## src/hdl/tmcw_pkg.sv

```systemverilog
// Shared types and constants for the text-mode console writer.
// No dependencies; imported by tmcw_sweep, the top level and the testbench.
`default_nettype none

package tmcw_pkg;

  // Field widths of the request and result words
  localparam int unsigned ACTION_W = 2;
  localparam int unsigned CHAR_W   = 8;
  localparam int unsigned CIDX_W   = 11;
  localparam int unsigned LIDX_W   = 12;
  localparam int unsigned WORD_W   = 16;

  // Request actions
  localparam logic [ACTION_W-1:0] ACT_PUT     = 2'd0;
  localparam logic [ACTION_W-1:0] ACT_RD_CELL = 2'd1;
  localparam logic [ACTION_W-1:0] ACT_RD_LOG  = 2'd2;

  // Character codes with special handling
  localparam logic [CHAR_W-1:0] CH_NUL = 8'd0;
  localparam logic [CHAR_W-1:0] CH_LF  = 8'd10;
  localparam logic [CHAR_W-1:0] CH_CR  = 8'd13;

  // Screen word of an empty position, light gray on black
  localparam logic [WORD_W-1:0] BLANK_WORD = 16'h0700;

  // Cursor position after reset (start of the second row on a wide screen)
  localparam int unsigned CURSOR_RESET = 80;

  typedef struct packed {
    logic [ACTION_W-1:0] action;
    logic [CHAR_W-1:0]   character;
    logic [CIDX_W-1:0]   cell_index;
    logic [LIDX_W-1:0]   log_index;
  } in_req_t;

  typedef struct packed {
    logic [CHAR_W-1:0] serial_byte;
    logic              serial_valid;
    logic [WORD_W-1:0] read_data;
    logic [CIDX_W-1:0] cursor_position;
    logic [LIDX_W-1:0] log_position;
    logic              last;
  } out_rsp_t;

  // Per-cycle controls from the sweep unit to the memory ports
  typedef struct packed {
    logic scr_we;     // write screen store at the sweep write address
    logic scr_re;     // read screen store at the sweep read address
    logic scr_blank;  // write a blank word instead of the copied word
    logic log_we;     // write zero to the log store
    logic done;       // final step of the sweep
  } swp_ctl_t;

endpackage

`default_nettype wire

```

## src/hdl/tmcw_sweep.sv

```systemverilog
// Address sweep unit: clears both stores after reset and moves the screen
// up one row on a scroll. Depends on tmcw_pkg.
`default_nettype none

module tmcw_sweep #(
  parameter int unsigned LOG_DEPTH = 4096,
  parameter int unsigned COLUMNS   = 80,
  parameter int unsigned ROWS      = 25
) (
  input  wire logic                                clk,
  input  wire logic                                rst_n,
  input  wire logic                                start,
  output tmcw_pkg::swp_ctl_t                       ctl,
  output logic [$clog2(COLUMNS*ROWS)-1:0]          scr_waddr,
  output logic [$clog2(COLUMNS*ROWS)-1:0]          scr_raddr,
  output logic [$clog2(LOG_DEPTH)-1:0]             log_waddr
);

  import tmcw_pkg::*;

  localparam int unsigned CELL_COUNT = COLUMNS * ROWS;
  localparam int unsigned CELL_AW    = $clog2(CELL_COUNT);
  localparam int unsigned LOG_AW     = $clog2(LOG_DEPTH);
  localparam int unsigned CLR_LEN    = (CELL_COUNT > LOG_DEPTH) ? CELL_COUNT : LOG_DEPTH;
  localparam int unsigned SW         = $clog2(CLR_LEN + 1);

  logic          active_r;
  logic          clear_r;
  logic [SW-1:0] cnt_r;
  logic [SW-1:0] wsub;
  logic [SW-1:0] waddr_full;
  logic [SW:0]   rd_sum;

  // Step decode: clear writes step k, scroll writes k-1 and reads k+COLUMNS
  always_comb begin
    ctl        = '0;
    wsub       = cnt_r - SW'(1);
    rd_sum     = (SW+1)'(cnt_r) + (SW+1)'(COLUMNS);
    waddr_full = cnt_r;
    if (active_r) begin
      if (clear_r) begin
        ctl.scr_we    = cnt_r < SW'(CELL_COUNT);
        ctl.log_we    = cnt_r < SW'(LOG_DEPTH);
        ctl.scr_blank = 1'b1;
        ctl.done      = cnt_r == SW'(CLR_LEN - 1);
      end else begin
        waddr_full    = wsub;
        ctl.scr_re    = rd_sum < (SW+1)'(CELL_COUNT);
        ctl.scr_we    = cnt_r != '0;
        ctl.scr_blank = wsub >= SW'(CELL_COUNT - COLUMNS);
        ctl.done      = cnt_r == SW'(CELL_COUNT);
      end
    end
  end

  assign scr_waddr = waddr_full[CELL_AW-1:0];
  assign scr_raddr = rd_sum[CELL_AW-1:0];
  assign log_waddr = cnt_r[LOG_AW-1:0];

  // Step counter; reset starts the clearing pass
  always_ff @(posedge clk) begin
    if (!rst_n) begin
      active_r <= 1'b1;
      clear_r  <= 1'b1;
      cnt_r    <= '0;
    end else if (start) begin
      active_r <= 1'b1;
      clear_r  <= 1'b0;
      cnt_r    <= '0;
    end else if (active_r) begin
      cnt_r <= cnt_r + SW'(1);
      if (ctl.done) begin
        active_r <= 1'b0;
      end
    end
  end

  // Scroll must never overlap a running sweep
  assert property (@(posedge clk) disable iff (!rst_n) start |-> !active_r)
    else $error("sweep started while busy");

  // A scroll copy reads ahead of the position it overwrites
  assert property (@(posedge clk) disable iff (!rst_n)
    (ctl.scr_re && ctl.scr_we) |-> (scr_raddr != scr_waddr))
    else $error("sweep read and write collide");

  // The done step ends the sweep
  assert property (@(posedge clk) disable iff (!rst_n)
    (ctl.done && !start) |=> !active_r)
    else $error("sweep kept running after done");

endmodule

`default_nettype wire

```

## config.mk

```make
export PLATFORM = sky130hd
export DESIGN_NAME = tmcw_sweep
export DESIGN_NICKNAME = d
export VERILOG_FILES = /design/src/hdl/tmcw_pkg.sv /design/src/hdl/tmcw_sweep.sv
export SDC_FILE = /design/constraint.sdc
export NUM_CORES = 1
export LEC_CHECK = 0
export ABC_CLOCK_PERIOD_IN_PS = 2490
export BUFFER_PORTS_ARGS = -buffer_cell sky130_fd_sc_hd__buf_2
export CORE_MARGIN = 1.5
export CORE_UTILIZATION = 50
export DETAILED_ROUTE_END_ITERATION = 12
export PLACE_DENSITY = 0.77
export SYNTH_ARGS = -nofsm -noshare
export SYNTH_HDL_FRONTEND = slang
export SYNTH_SLANG_ARGS = --single-unit
export TNS_END_PERCENT = 100
```

## constraint.sdc

```tcl
create_clock -name clk -period 2.49 [get_ports clk]
set_input_delay 0.1245 -clock clk [delete_from_list [all_inputs] [get_ports clk]]
set_output_delay 0.1245 -clock clk [all_outputs]
set_load 0.01 [all_outputs]
```

Word-level counts from Yosys, hierarchy flattened. Cells that the tools add are included.

$add $sub $neg: 3. $lt $le $gt $ge: 4. Equal/unequal tests: 2. Multiplexer cells: 10. Bitwise operators: 1. Reduce and logical (&&, ||, !) cells: 2.

Operators by type and width (number): 11-bit two-way mux (2); 13-bit by 7-bit adder with 14-bit output, second input constant (1); 14-bit by 11-bit less-than comparator with 1-bit output, second input constant (1); 13-bit by 1-bit adder with 13-bit output, second input constant (1); 13-bit by 11-bit equality test with 1-bit output, second input constant (1); 13-bit by 12-bit equality test with 1-bit output, second input constant (1); 13-bit by 11-bit >= comparator with 1-bit output, second input constant (1); 13-bit by 11-bit less-than comparator with 1-bit output, second input constant (1); 13-bit less-than comparator, second input constant (1); 13-bit nonzero test (1); 13-bit by 1-bit subtractor with 13-bit output, second input constant (1); 1-bit two-way mux (7); 5-bit two-way mux (1); 2-bit OR reduction (1); 1-bit inverter (1).

Bits in registers: 15. Input port bits: 3. Output and inout port bits: 39. Word-level logic and storage cells: 25.

Longest topological paths before layout.
Depth after elaboration: 6. Mapped depth: 7. Gate-level depth less buffers: 6.

Worst setup path before layout. No wires, ideal clock.

Kind: register to output. From: register cnt_r[4]. To: output port ctl[2] (netlist bit). Data arrival time: 2.007 ns. Data required time: 2.365 ns. Setup slack: 0.358 ns. Cell stages (with the launch flop): 8. Buffers on the path: 1. Cells stage by stage: dfxtp_1 buf_4 inv_1 ha_1 nor4bb_1 a2111o_1 a2111oi_0 o31a_1.

RTL lines: from (decl) (RTL line tmcw_sweep.sv:29) `logic [SW-1:0] cnt_r;`; from (signal assigned) (RTL line tmcw_sweep.sv:71) `cnt_r <= cnt_r + SW'(1);`; to (decl) (RTL line tmcw_sweep.sv:13) `output tmcw_pkg::swp_ctl_t ctl,`.

==> metrics.cfg <==
[outcome]
status = complete, but fails checks
violations = design-rule violations

[die]
fp.dieArea_um2 = 3340
row_count = 19
pin_count = 42
die_w_um = 57.8
die_h_um = 57.8
placeableCoreArea_um2 = 2810
start_util_pct = 53.6

[yosys]
synth_edf_count = 0
yosys_register_bits = 15
avgSynthCellArea_um2 = 8.04
synth_nets = 197
async_reset_ff_share_pct = 0
ys_types = 49
syn_inst = 187
synthFlopType = dfxtp_1
synthesis.area_um2 = 1500
yosysWarnings = 0
synth_seq_area_share_pct = 20.0

[timing]
slew_violations = 0
setup_tns_ns = 0
skew_ns = 0.00456
fin_crit_ns = 2.37
hold_violations = 0
grt_setup_unrepaired = no
setup_viol = 0
worst_slew_pin_slew_ns = 0.635
slew_headroom_pct = 57.6
max_freq_mhz = 422
post-route-period-util_pct = 95.1

[setup_path]
cp-start-kind = flop
worst-endpoint-required_ns = 2.37
slowest_delay_ns = 0.44
r2r_start = cnt_r[0]
end_kind = output pin
crit_path_max_fanout = 9
r2r_cells = 6
rr_endpoint = cnt_r[10]
critical_path.top_delay_family = compound AO/OA/AOI/OAI gates
cp_slowest_cell = dfxtp_2
crit_buf_inv = 2
reg2reg_slack_ns = 0.63
critical_path_class = reg2out
arrival_ns = 2.24
crit_chain = inv_1 > ha_1 > nor4bb_1 > a2111o_1 > a2111oi_0 > o31a_1 > buf_2

[min_path]
min_path_cells = 2
hp-start = rst_n
holdCritPathClass = in2reg
hold-path-endpoint = clear_r

[cells_and_area]
multi_input_area_um2 = 961
mostFrequentLayoutCells = buf_2 (41), xnor2_1 (20), nor2_1 (17), nand2_1 (16), dfxtp_1 (14)
drive_above_1_share_pct = 29.2
diodes = 0
final_common_cell = buf_2
fin_nets = 223
fin_area_um2 = 1640
area_growth_pct = 9.16
final_util_pct = 58.5
seq_area_um2 = 302
n_fill_cell = 280

[pwr]
ir_drop_uv = 284
total_leakage_power_nw = 0.754
power.density_nw_per_um2 = 299

[drt]
drtIter0Drc = 55
drc_errors = 1
ant_nets = 0
dr.pass1.iters = 8
via_per_inst = 5.65
wire_per_inst_um = 14.0
vias = 1372
wl_mm = 3.40

[clock_tree]
cts_root_buf = clkbuf_4
clk_path_buf_depth = 2
clkSlewWorstSetupHoldPaths_ns = 0.09
cts_tree = built
clk_latency_ns = 0.29
cts_buffers = 3
htreeDepth = 1
cts_sinks = 15

[placed_design]
hpwl_mm = 2.52
dpl_cell_area_um2 = 1600
numPortBuffers = 41
gp_congestion = 0.901

[global_routing]
antenna_found_initial = 0
grt_max_degree = 18
grt_pass1_wl_mm = 5.39
grt_use_total_pct = 20.4
grt_overflow = 0
grt_pass1_vias = 1128

[job]
cap_violations = 0

-- synth_stat cells, types with 6 or more instances --
| library cell | instances | share of area (%) |
|---|---|---|
| buf_4 | 25 | 12 |
| xnor2_1 | 20 | 12 |
| nor2_1 | 17 | 4.2 |
| nand2_1 | 16 | 4.0 |
| dfxtp_1 | 15 | 20 |
| inv_1 | 10 | 2.5 |
| ha_1 | 7 | 5.8 |
| nand4_1 | 7 | 2.9 |
| xor2_1 | 7 | 4.1 |
| nor3_1 | 6 | 2.0 |
| o21ai_0 | 6 | 2.0 |
-- layer usage --
layer / global-route usage, % / wire length, µm / up-vias
li1: - / - / 685
met1: 27.5 / 1570 / 640
met2: 34.3 / 1640 / 41
met3: 4.02 / 158 / 6
met4: 3.65 / 32 / 0
met5: 0 / 0 / -
-- where the power goes --
part,switching [mW],internal [mW]
Sequential,0.00470,0.243
Combinational,0.0540,0.0463
Clock,0.0804,0.0623
Total,0.139,0.351
-- sequential cells by signal, summed over array words and instances (netlist names) --
register,flops
clear_r,1
cnt_r,13
active_r,1
-- how the worst max path moves through the flow --
stage	start	end	slack, ns	cells past startpoint
global route	cnt_r[1]	ctl[2]	0.009	7
global placement	cnt_r[1]	ctl[2]	0.38	7
detailed placement	cnt_r[1]	ctl[2]	0.33	7
CTS	cnt_r[1]	ctl[2]	0.11	7
floorplan	cnt_r[4]	ctl[2]	0.36	7
finish	cnt_r[1]	ctl[2]	0.12	7
-- timing repair --
| action | CTS | global route |
|---|---|---|
| hold buffers | 0 | 1 |
| gates resized for setup | 1 | 0 |
| setup endpoints to repair | 1 | 0 |
| setup buffers | 0 | 0 |
| hold endpoints to repair | 0 | 1 |
-- metrics by stage --
step,setup slack (ns),hold slack [ns],cells,power [mW]
CTS,0.111,0.00602,242,0.494
finish,0.123,0.0183,243,0.490
floorplan,0.358,0.201,187,0.323
global route,0.00858,0.00643,243,0.516
global placement,0.377,0.316,238,0.351
detailed placement,0.329,0.322,238,0.352
-- cells by family (layout without fill, tap and decap cells) --
family | after synthesis | after routing | share of synthesized area (%)
XOR/XNOR | 27 | 27 | 15.7
AND/OR/NAND/NOR | 72 | 72 | 27.6
buffers and inverters | 39 | 64 | 16.1
multiplexers | 2 | 2 | 1.42
adder cells (fa/ha/maj) | 7 | 7 | 5.83
flip-flops | 15 | 15 | 20.0
AO/OA/AOI/OAI | 25 | 25 | 13.4
-- area by class of cell --
type | count | area share, %
multi-input combinational | 133 | 58.6
timing repair buffer | 50 | 16.8
clock buffer | 4 | 1.60
sequential | 15 | 18.4
inverter | 10 | 2.29
tap | 31 | 2.36
(Power assumes the default switching activity.)
